**config.mk**
```make
export PLATFORM = sky130hd
export DESIGN_NAME = tempo_tick_generator
export DESIGN_NICKNAME = d
export VERILOG_FILES = /design/src/sv/ttg_pkg.sv /design/src/sv/ttg_divider.sv /design/src/sv/ttg_cfg.sv /design/src/sv/tempo_tick_generator.sv
export SDC_FILE = /design/constraint.sdc
export NUM_CORES = 1
export LEC_CHECK = 0
export BUFFER_PORTS_ARGS = -buffer_cell sky130_fd_sc_hd__buf_2
export CAP_MARGIN = 10
export CELL_PAD_IN_SITES_DETAIL_PLACEMENT = 0
export CELL_PAD_IN_SITES_GLOBAL_PLACEMENT = 1
export CORE_MARGIN = 2
export CORE_UTILIZATION = 45
export CTS_BUF_LIST = sky130_fd_sc_hd__clkbuf_4 sky130_fd_sc_hd__clkbuf_8
export DETAILED_ROUTE_END_ITERATION = 10
export PLACE_DENSITY_LB_ADDON = 0.1
export SYNTH_ARGS = -nofsm -noshare
export SYNTH_HDL_FRONTEND = slang
export SYNTH_SLANG_ARGS = --single-unit
```
**constraint.sdc**
```tcl
create_clock -name aclk -period 13.74 [get_ports aclk]
set_clock_uncertainty 0.05 [all_clocks]
set_input_delay 4.122 -clock aclk [delete_from_list [all_inputs] [get_ports aclk]]
set_output_delay 4.122 -clock aclk [all_outputs]
set_load 0.005 [all_outputs]
```
**src/sv/ttg_pkg.sv**
```systemverilog
// Shared types and constants for the tempo tick generator.
// Used by ttg_cfg, ttg_divider and tempo_tick_generator; depends on nothing.
package ttg_pkg;

    localparam int unsigned TIME_W    = 32;  // timestamp and elapsed-time width
    localparam int unsigned PERIOD_W  = 26;  // tick period width
    localparam int unsigned TICK_W    = 16;  // tick count width
    localparam int unsigned CFG_W     = 16;  // configuration data width
    localparam int unsigned CFG_IDX_W = 2;   // configuration index width
    localparam int unsigned SUM_W     = 17;  // positive tempo sum width
    localparam int unsigned DIV_CNT_W = $clog2(TIME_W + 1);

    localparam logic [TIME_W-1:0]   USEC_PER_MINUTE = TIME_W'(60000000);
    localparam logic [PERIOD_W-1:0] PERIOD_RESET    = PERIOD_W'(10416);
    localparam logic [CFG_W-1:0]    BPM_RESET       = CFG_W'(120);
    localparam logic [CFG_W-1:0]    ADJUST_RESET    = '0;
    localparam logic [CFG_W-1:0]    TPQ_RESET       = CFG_W'(48);
    localparam logic [TICK_W-1:0]   TICK_MAX        = '1;

    // Configuration register indexes.
    localparam logic [CFG_IDX_W-1:0] CFG_TEMPO_BPM    = 2'd0;
    localparam logic [CFG_IDX_W-1:0] CFG_TEMPO_ADJUST = 2'd1;
    localparam logic [CFG_IDX_W-1:0] CFG_TICKS_PER_Q  = 2'd2;

    typedef enum logic [1:0] {
        REQ_POLL    = 2'd0,
        REQ_RESTART = 2'd1,
        REQ_PAUSE   = 2'd2,
        REQ_RESUME  = 2'd3
    } req_t;

    // Configuration status toward the sequencer.
    typedef struct packed {
        logic              recalc;  // one-cycle pulse after a valid write
        logic              bad;     // latest write gave no valid period
        logic [SUM_W-1:0]  sum;     // tempo_bpm + tempo_adjust of the valid write
        logic [CFG_W-1:0]  tpq;     // ticks_per_quarter of the valid write
    } cfg_status_t;

    typedef struct packed {
        logic                start;
        logic [TIME_W-1:0]   dividend;
        logic [PERIOD_W-1:0] divisor;
    } div_req_t;

    typedef struct packed {
        logic                done;
        logic [TIME_W-1:0]   quotient;
        logic [PERIOD_W-1:0] remainder;
    } div_rsp_t;

endpackage

```
**src/sv/ttg_divider.sv**
```systemverilog
// Bit-serial restoring divider, one quotient bit per cycle.
// Depends on ttg_pkg for widths and the request and response structs.
module ttg_divider (
    input  logic              aclk,
    input  logic              aresetn,
    input  ttg_pkg::div_req_t req_i,
    output ttg_pkg::div_rsp_t rsp_o
);

    logic [ttg_pkg::DIV_CNT_W-1:0] cnt_reg;
    logic                          done_reg;
    logic [ttg_pkg::TIME_W-1:0]    quo_reg;
    logic [ttg_pkg::PERIOD_W-1:0]  rem_reg;
    logic [ttg_pkg::PERIOD_W-1:0]  dsr_reg;

    logic [ttg_pkg::PERIOD_W:0]    trial;
    logic [ttg_pkg::PERIOD_W+1:0]  diff;

    // The dividend shifts out of the top of quo_reg while quotient bits enter at the bottom.
    assign trial = {rem_reg, quo_reg[ttg_pkg::TIME_W-1]};
    assign diff  = {1'b0, trial} - {2'b00, dsr_reg};

    always_ff @(posedge aclk) begin
        if (!aresetn) begin
            cnt_reg  <= '0;
            done_reg <= 1'b0;
        end else if (req_i.start) begin
            cnt_reg  <= ttg_pkg::DIV_CNT_W'(ttg_pkg::TIME_W);
            done_reg <= 1'b0;
            quo_reg  <= req_i.dividend;
            rem_reg  <= '0;
            dsr_reg  <= req_i.divisor;
        end else begin
            done_reg <= (cnt_reg == ttg_pkg::DIV_CNT_W'(1));
            if (cnt_reg != '0) begin
                cnt_reg <= cnt_reg - ttg_pkg::DIV_CNT_W'(1);
                if (!diff[ttg_pkg::PERIOD_W+1]) begin
                    rem_reg <= diff[ttg_pkg::PERIOD_W-1:0];
                    quo_reg <= {quo_reg[ttg_pkg::TIME_W-2:0], 1'b1};
                end else begin
                    rem_reg <= trial[ttg_pkg::PERIOD_W-1:0];
                    quo_reg <= {quo_reg[ttg_pkg::TIME_W-2:0], 1'b0};
                end
            end
        end
    end

    assign rsp_o.done      = done_reg;
    assign rsp_o.quotient  = quo_reg;
    assign rsp_o.remainder = rem_reg;

endmodule

```
**src/sv/ttg_cfg.sv**
```systemverilog
// Configuration registers, tempo validity check and snapshot of the operands
// for the period computation. Depends on ttg_pkg.
module ttg_cfg (
    input  logic                           aclk,
    input  logic                           aresetn,
    input  logic                           cfg_we,
    input  logic [ttg_pkg::CFG_IDX_W-1:0]  cfg_index,
    input  logic [ttg_pkg::CFG_W-1:0]      cfg_wdata,
    output ttg_pkg::cfg_status_t           status_o
);

    logic [ttg_pkg::CFG_W-1:0] bpm_reg;
    logic [ttg_pkg::CFG_W-1:0] adj_reg;
    logic [ttg_pkg::CFG_W-1:0] tpq_reg;
    logic                      bad_reg;
    logic                      recalc_reg;
    logic [ttg_pkg::SUM_W-1:0] sum_reg;
    logic [ttg_pkg::CFG_W-1:0] snap_tpq_reg;

    logic [ttg_pkg::CFG_W-1:0] bpm_next;
    logic [ttg_pkg::CFG_W-1:0] adj_next;
    logic [ttg_pkg::CFG_W-1:0] tpq_next;
    logic                      index_ok;
    logic [ttg_pkg::SUM_W:0]   sum_next;
    logic                      tempo_ok;

    always_comb begin
        bpm_next = bpm_reg;
        adj_next = adj_reg;
        tpq_next = tpq_reg;
        index_ok = 1'b1;
        unique case (cfg_index)
            ttg_pkg::CFG_TEMPO_BPM:    bpm_next = cfg_wdata;
            ttg_pkg::CFG_TEMPO_ADJUST: adj_next = cfg_wdata;
            ttg_pkg::CFG_TICKS_PER_Q:  tpq_next = cfg_wdata;
            default:                   index_ok = 1'b0;
        endcase
    end

    // Signed sum of the unsigned base and the signed adjustment, one guard bit for the sign.
    assign sum_next = {2'b00, bpm_next} + {{2{adj_next[ttg_pkg::CFG_W-1]}}, adj_next};
    assign tempo_ok = !sum_next[ttg_pkg::SUM_W] && (sum_next != '0) && (tpq_next != '0);

    always_ff @(posedge aclk) begin
        if (!aresetn) begin
            bpm_reg    <= ttg_pkg::BPM_RESET;
            adj_reg    <= ttg_pkg::ADJUST_RESET;
            tpq_reg    <= ttg_pkg::TPQ_RESET;
            bad_reg    <= 1'b0;
            recalc_reg <= 1'b0;
        end else begin
            recalc_reg <= cfg_we && index_ok && tempo_ok;
            if (cfg_we && index_ok) begin
                bpm_reg <= bpm_next;
                adj_reg <= adj_next;
                tpq_reg <= tpq_next;
                bad_reg <= !tempo_ok;
                if (tempo_ok) begin
                    sum_reg      <= sum_next[ttg_pkg::SUM_W-1:0];
                    snap_tpq_reg <= tpq_next;
                end
            end
        end
    end

    assign status_o.recalc = recalc_reg;
    assign status_o.bad    = bad_reg;
    assign status_o.sum    = sum_reg;
    assign status_o.tpq    = snap_tpq_reg;

endmodule

```
**src/sv/tempo_tick_generator.sv**
```systemverilog
// Tempo tick generator top level: request sequencer, timekeeping state and result register.
// Depends on ttg_pkg, ttg_cfg and ttg_divider.
//
//  Port group   Direction  Handshake        Payload
//  s_*          in         s_valid/s_ready  s_req_type[1:0], s_now_us[31:0]
//  m_*          out        m_valid/m_ready  m_tick_count[15:0], m_is_paused, m_bad_tempo
//  cfg_*        in         cfg_we           cfg_index[1:0], cfg_wdata[15:0]
//
// A poll while running registers the elapsed time on acceptance and divides it by the
// period in the bit-serial divider. Restart, pause, resume and a poll while paused go
// straight to the result handoff. A valid configuration write while idle or computing the
// period recomputes it with two passes through the same divider, and no item is accepted
// until it finishes. Reset leaves the generator paused at 120 bpm and 48 ticks per quarter.
// A stalled result waits in the output register while the next item is already worked on.
module tempo_tick_generator (
    input  logic                           aclk,
    input  logic                           aresetn,
    input  logic                           s_valid,
    output logic                           s_ready,
    input  logic [1:0]                     s_req_type,
    input  logic [ttg_pkg::TIME_W-1:0]     s_now_us,
    output logic                           m_valid,
    input  logic                           m_ready,
    output logic [ttg_pkg::TICK_W-1:0]     m_tick_count,
    output logic                           m_is_paused,
    output logic                           m_bad_tempo,
    input  logic                           cfg_we,
    input  logic [ttg_pkg::CFG_IDX_W-1:0]  cfg_index,
    input  logic [ttg_pkg::CFG_W-1:0]      cfg_wdata
);

    typedef enum logic [2:0] {
        ST_IDLE,
        ST_PER_DIV1,
        ST_PER_DIV2,
        ST_POLL_START,
        ST_POLL_DIV,
        ST_RESULT
    } state_t;

    state_t                       state_reg;
    logic                         paused_reg;
    logic [ttg_pkg::TIME_W-1:0]   baseline_reg;
    logic [ttg_pkg::TIME_W-1:0]   carried_reg;
    logic [ttg_pkg::PERIOD_W-1:0] period_reg;
    logic [ttg_pkg::TIME_W-1:0]   now_reg;
    logic [ttg_pkg::TIME_W-1:0]   elapsed_reg;
    logic [ttg_pkg::TICK_W-1:0]   ticks_reg;
    logic                         m_valid_reg;
    logic [ttg_pkg::TICK_W-1:0]   m_ticks_reg;
    logic                         m_paused_reg;
    logic                         m_bad_reg;

    ttg_pkg::cfg_status_t cfg_status;
    ttg_pkg::div_req_t    div_req;
    ttg_pkg::div_rsp_t    div_rsp;
    logic                 cfg_phase;

    ttg_cfg u_cfg (
        .aclk      (aclk),
        .aresetn   (aresetn),
        .cfg_we    (cfg_we),
        .cfg_index (cfg_index),
        .cfg_wdata (cfg_wdata),
        .status_o  (cfg_status)
    );

    ttg_divider u_divider (
        .aclk    (aclk),
        .aresetn (aresetn),
        .req_i   (div_req),
        .rsp_o   (div_rsp)
    );

    assign cfg_phase = (state_reg == ST_IDLE) || (state_reg == ST_PER_DIV1) ||
                       (state_reg == ST_PER_DIV2);

    // A fresh valid write restarts the period computation even if one is under way.
    always_comb begin
        div_req.start = (cfg_phase && cfg_status.recalc) ||
                        ((state_reg == ST_PER_DIV1) && div_rsp.done) ||
                        (state_reg == ST_POLL_START);
        if (cfg_status.recalc) begin
            div_req.dividend = ttg_pkg::USEC_PER_MINUTE;
            div_req.divisor  = ttg_pkg::PERIOD_W'(cfg_status.sum);
        end else if (state_reg == ST_PER_DIV1) begin
            div_req.dividend = div_rsp.quotient;
            div_req.divisor  = ttg_pkg::PERIOD_W'(cfg_status.tpq);
        end else begin
            div_req.dividend = elapsed_reg;
            div_req.divisor  = period_reg;
        end
    end

    assign s_ready = (state_reg == ST_IDLE) && !cfg_we && !cfg_status.recalc;

    always_ff @(posedge aclk) begin
        if (!aresetn) begin
            state_reg    <= ST_IDLE;
            paused_reg   <= 1'b1;
            baseline_reg <= '0;
            carried_reg  <= '0;
            period_reg   <= ttg_pkg::PERIOD_RESET;
            m_valid_reg  <= 1'b0;
        end else begin
            // In ST_RESULT the result register is reloaded below instead.
            if (m_valid_reg && m_ready && (state_reg != ST_RESULT)) begin
                m_valid_reg <= 1'b0;
            end
            unique case (state_reg)
                ST_IDLE: begin
                    if (cfg_status.recalc) begin
                        state_reg <= ST_PER_DIV1;
                    end else if (s_valid && s_ready) begin
                        now_reg     <= s_now_us;
                        elapsed_reg <= carried_reg + s_now_us - baseline_reg;
                        ticks_reg   <= '0;
                        unique case (ttg_pkg::req_t'(s_req_type))
                            ttg_pkg::REQ_POLL: begin
                                if (!paused_reg) begin
                                    state_reg <= ST_POLL_START;
                                end else begin
                                    state_reg <= ST_RESULT;
                                end
                            end
                            ttg_pkg::REQ_RESTART: begin
                                baseline_reg <= s_now_us;
                                state_reg    <= ST_RESULT;
                            end
                            ttg_pkg::REQ_PAUSE: begin
                                paused_reg <= 1'b1;
                                state_reg  <= ST_RESULT;
                            end
                            ttg_pkg::REQ_RESUME: begin
                                paused_reg   <= 1'b0;
                                baseline_reg <= s_now_us;
                                state_reg    <= ST_RESULT;
                            end
                            default: state_reg <= ST_RESULT;
                        endcase
                    end
                end
                ST_PER_DIV1: begin
                    if (!cfg_status.recalc && div_rsp.done) begin
                        state_reg <= ST_PER_DIV2;
                    end
                end
                ST_PER_DIV2: begin
                    if (cfg_status.recalc) begin
                        state_reg <= ST_PER_DIV1;
                    end else if (div_rsp.done) begin
                        // A period that rounds down to zero runs at one microsecond.
                        if (div_rsp.quotient == '0) begin
                            period_reg <= ttg_pkg::PERIOD_W'(1);
                        end else begin
                            period_reg <= div_rsp.quotient[ttg_pkg::PERIOD_W-1:0];
                        end
                        state_reg <= ST_IDLE;
                    end
                end
                ST_POLL_START: begin
                    state_reg <= ST_POLL_DIV;
                end
                ST_POLL_DIV: begin
                    if (div_rsp.done) begin
                        // Less than one period elapsed leaves all timekeeping state alone.
                        if (div_rsp.quotient != '0) begin
                            carried_reg  <= ttg_pkg::TIME_W'(div_rsp.remainder);
                            baseline_reg <= now_reg;
                            if (div_rsp.quotient[ttg_pkg::TIME_W-1:ttg_pkg::TICK_W] != '0) begin
                                ticks_reg <= ttg_pkg::TICK_MAX;
                            end else begin
                                ticks_reg <= div_rsp.quotient[ttg_pkg::TICK_W-1:0];
                            end
                        end
                        state_reg <= ST_RESULT;
                    end
                end
                ST_RESULT: begin
                    if (!m_valid_reg || m_ready) begin
                        m_valid_reg  <= 1'b1;
                        m_ticks_reg  <= ticks_reg;
                        m_paused_reg <= paused_reg;
                        m_bad_reg    <= cfg_status.bad;
                        state_reg    <= ST_IDLE;
                    end
                end
                default: state_reg <= ST_IDLE;
            endcase
        end
    end

    assign m_valid      = m_valid_reg;
    assign m_tick_count = m_ticks_reg;
    assign m_is_paused  = m_paused_reg;
    assign m_bad_tempo  = m_bad_reg;

endmodule
```
==> reports/results.txt <==
The run finished with clean final reports. The register-to-register path setup slack was 9.45 ns; the via count of the first global-routing pass was 13,700. The global-route wire length before repair was 74.3 mm. The most common cell after layout, fill and taps aside was nand2_1. Setup repair after global routing left no endpoint under its margin.

At the worst endpoint, the arrival time is 4.78 ns. The clock network latency to the later pin of the worst-skew pair was 0.64 ns; the total power per unit cell area was 181 mW/mm^2. When the netlist entered floorplanning its net count stood at 2,116. The first routing iteration left 1,012 violations. The per-cell routed wire length is 17.9 um. At the end of routability-driven placement, the weighted congestion stood at 0.873.

Setup total negative slack on the finished layout was measured at 0 ns. After synthesis the netlist holds a flip-flop and latch count of 361. Number of detailed-route iterations in the first pass: 5. The critical path is of the input port to output pin type.

The residual overflow from global routing was 0. The post-detailed-placement half-perimeter wirelength was 32.1 mm. Once the clock tree was built, the setup fixing pass inserted 0 buffers. The run gives 0 as the final max-slew violation count. The clock tree synthesis step divided the H-tree into 3 levels. In the post-synthesis netlist, the biggest area contributors are edfxtp_1 34%, dfxtp_1 16%, nand2_1 5.7%, ha_1 5.3%, a21oi_1 4.1%. Distinct cell type count after synthesis: 68. The worst-path maximum fanout works out to 4. Measured along the y axis, the die boundary spans 208 um. Via density per instance: 5.40.

The core region is 0.0410 sq mm. For the number of top-level design ports, the log shows 77. After technology mapping, the gate count stands at 1,951. The clock tree root driver cell was clkbuf_8. The library cells used most frequently in the layout, excluding fill and tap cells, are 287 x nand2_1, 215 x edfxtp_1, 178 x nor2_1.

Compared with the post-synthesis result, the final layout area differs by 11.9%. For the worst setup path, the data required time is 9.57 ns. The logs give 0 for the number of hold violations in the final report and 66 for the number of CTS-inserted buffers. The tools report the beginning of the worst hold path as ticks_reg[5]$_SDFFCE_PN0P_.

Area share of the largest cell type after synthesis: 34.4%. The total number of vias was 14,100; the transition time at the pin with the least slew margin was 1.08 ns. Worst min-delay path category: flop to flop. The worst hold path terminates at m_tick_count[5]$_DFFE_PP_.

The logs give 0 for the number of nets still failing antenna checks after routing and 65 for the largest net degree at the start of global routing. Minimum period implied by the final worst setup slack: 8.96 ns. Cell accounting for the most synthesized area: edfxtp_1. The headroom to the max-slew limit was 28.2%; the total power consumption of the routed design was 3.81 mW.

In this run the static leakage power is 8.39 nW. The total routed wirelength came out at 46.6 mm. The net count reported at finish is 2,190, and the fill cell total of the finished layout is 3,865. Setup violations remaining at the end of the flow were counted as 0. After clock tree synthesis, the repair step resized 0 gates. The worst setup path is captured at an output pin. The number of hold buffers added after CTS was 0. Across the VDD grid, the largest voltage drop is 0.0909 mV. The number of port buffers is 76. The number of remaining DRC errors was 0; the deepest clock path buffer count was 3. The run gives 51.3% as the final core utilization. The logs give 0 for the number of antenna cells inserted and 0.0210 sq mm for the post-route cell area. The worst hold path stage count works out to 0.

The tools report the category of the worst setup path launch point as an input port. The share of post-route cells with drive strength above 1 works out to 12.3%. Max-cap violations in this run came to 0. The number of antenna violations at the first check in global routing is 0, and the post-synthesis async set-or-reset flop share is 0%.

The total placed cells including tap cells was 2,489. Excluding fillers, the count of instances in the completed layout stands at 2,610. The die covers 0.0434 sq mm. In this run the core area contains 74 standard-cell rows. The run gives 0.0197 sq mm as the instance area after placement. The Yosys step of the flow raised 0 warnings. Global routing consumed, over all layers together, 21.6% of the routing resources. Clock-pin slew was measured on the worst setup and hold paths at 0.05 ns.

The number of flops mapped to enable cells by yosys is 215, and the highest clock frequency the design can meet is 112 MHz. The tools report the clock sink total as 361. Of the synthesized area, sequential elements account for 49.9%. The final cycle utilization of the critical path was 65.2%. Once the floorplan was initialized, standard cells occupied 45.8% of the core.

The most frequently used flop master after synthesis is edfxtp_1. The cell area that synthesis handed to floorplanning was 0.0188 sq mm. Counting cells, the worst reg-to-reg path comes to 14.

The die boundary width is 208 um. TritonCTS built the clock tree. The launch point of the worst reg-to-reg path is u_cfg.bpm_reg[0]$_SDFFE_PN0P_. After synthesis, the mean cell area works out to 9.63 sq um. The destination of the worst register-to-register timing path was u_cfg.snap_tpq_reg[4]$_DFFE_PP_.
[power breakdown]
group          total, mW  switching [mW]  internal [mW]
Sequential          1.55           0.142           1.40
Clock               1.04           0.472          0.568
Combinational       1.23           0.722          0.507
[worst max path at each step]
stage / slack [ns] / to / cells past startpoint / startpoint
floorplan: 4.95 / u_cfg.snap_tpq_reg[0]$_DFFE_PP_ / 15 / cfg_index[1]
global placement: 4.48 / u_cfg.snap_tpq_reg[4]$_DFFE_PP_ / 16 / cfg_index[1]
detailed placement: 4.40 / u_cfg.snap_tpq_reg[9]$_DFFE_PP_ / 16 / cfg_index[1]
CTS: 4.77 / s_ready / 3 / cfg_we
global route: 4.68 / u_cfg.snap_tpq_reg[5]$_DFFE_PP_ / 17 / cfg_index[1]
finish: 4.78 / s_ready / 3 / cfg_we
[cell families after synthesis]
family,count (synthesis),share of synthesized area (%)
and+or+nand+nor,668,15.6
AOI/OAI and AO/OA,426,14.4
DFF,361,49.9
buffers and inverters,263,5.36
adders and majority gates,109,8.36
xor gates and xnor gates,65,3.03
muxes,59,3.30
[cell usage after synthesis, types with 28 or more instances]
cell      count
nand2_1     287
edfxtp_1    215
nor2_1      182
inv_1       170
a21oi_1     154
dfxtp_1     146
ha_1         80
clkbuf_1     77
o21ai_0      73
nand3_1      54
xnor2_1      50
a211oi_1     46
nor3_1       38
mux2i_1      35
o21a_1       32
fa_1         28
[per-layer routing]
metal	GRT usage (%)	routed length, um	vias up
li1	-	-	6969
met1	30.3	22400	6735
met2	34.0	21000	308
met3	3.50	1850	76
met4	7.76	1270	0
met5	0	0	-
[cell type report]
class                   count  area [sq um]  area share, %
well taps                 532           666           3.16
clock inverters            23           139          0.660
flip-flops and latches    361          9380           44.6
inverters                 171           644           3.06
repair buffers             98           546           2.59
clock buffers              98          1200           5.73
multi-input cells        1327          8460           40.2
[per-stage QoR]
stage | hold WS, ns | setup WS, ns
floorplan | 0.350 | 4.95
global placement | 0.354 | 4.48
detailed placement | 0.355 | 4.40
CTS | 0.369 | 4.77
global route | 0.375 | 4.68
finish | 0.368 | 4.78
[worst max-delay path: stages]
cell and delay [ns]:
buf_2 0.11, nor3b_1 0.36, buf_2 0.19
No activity file was read; power rests on OpenSTA's default activity.
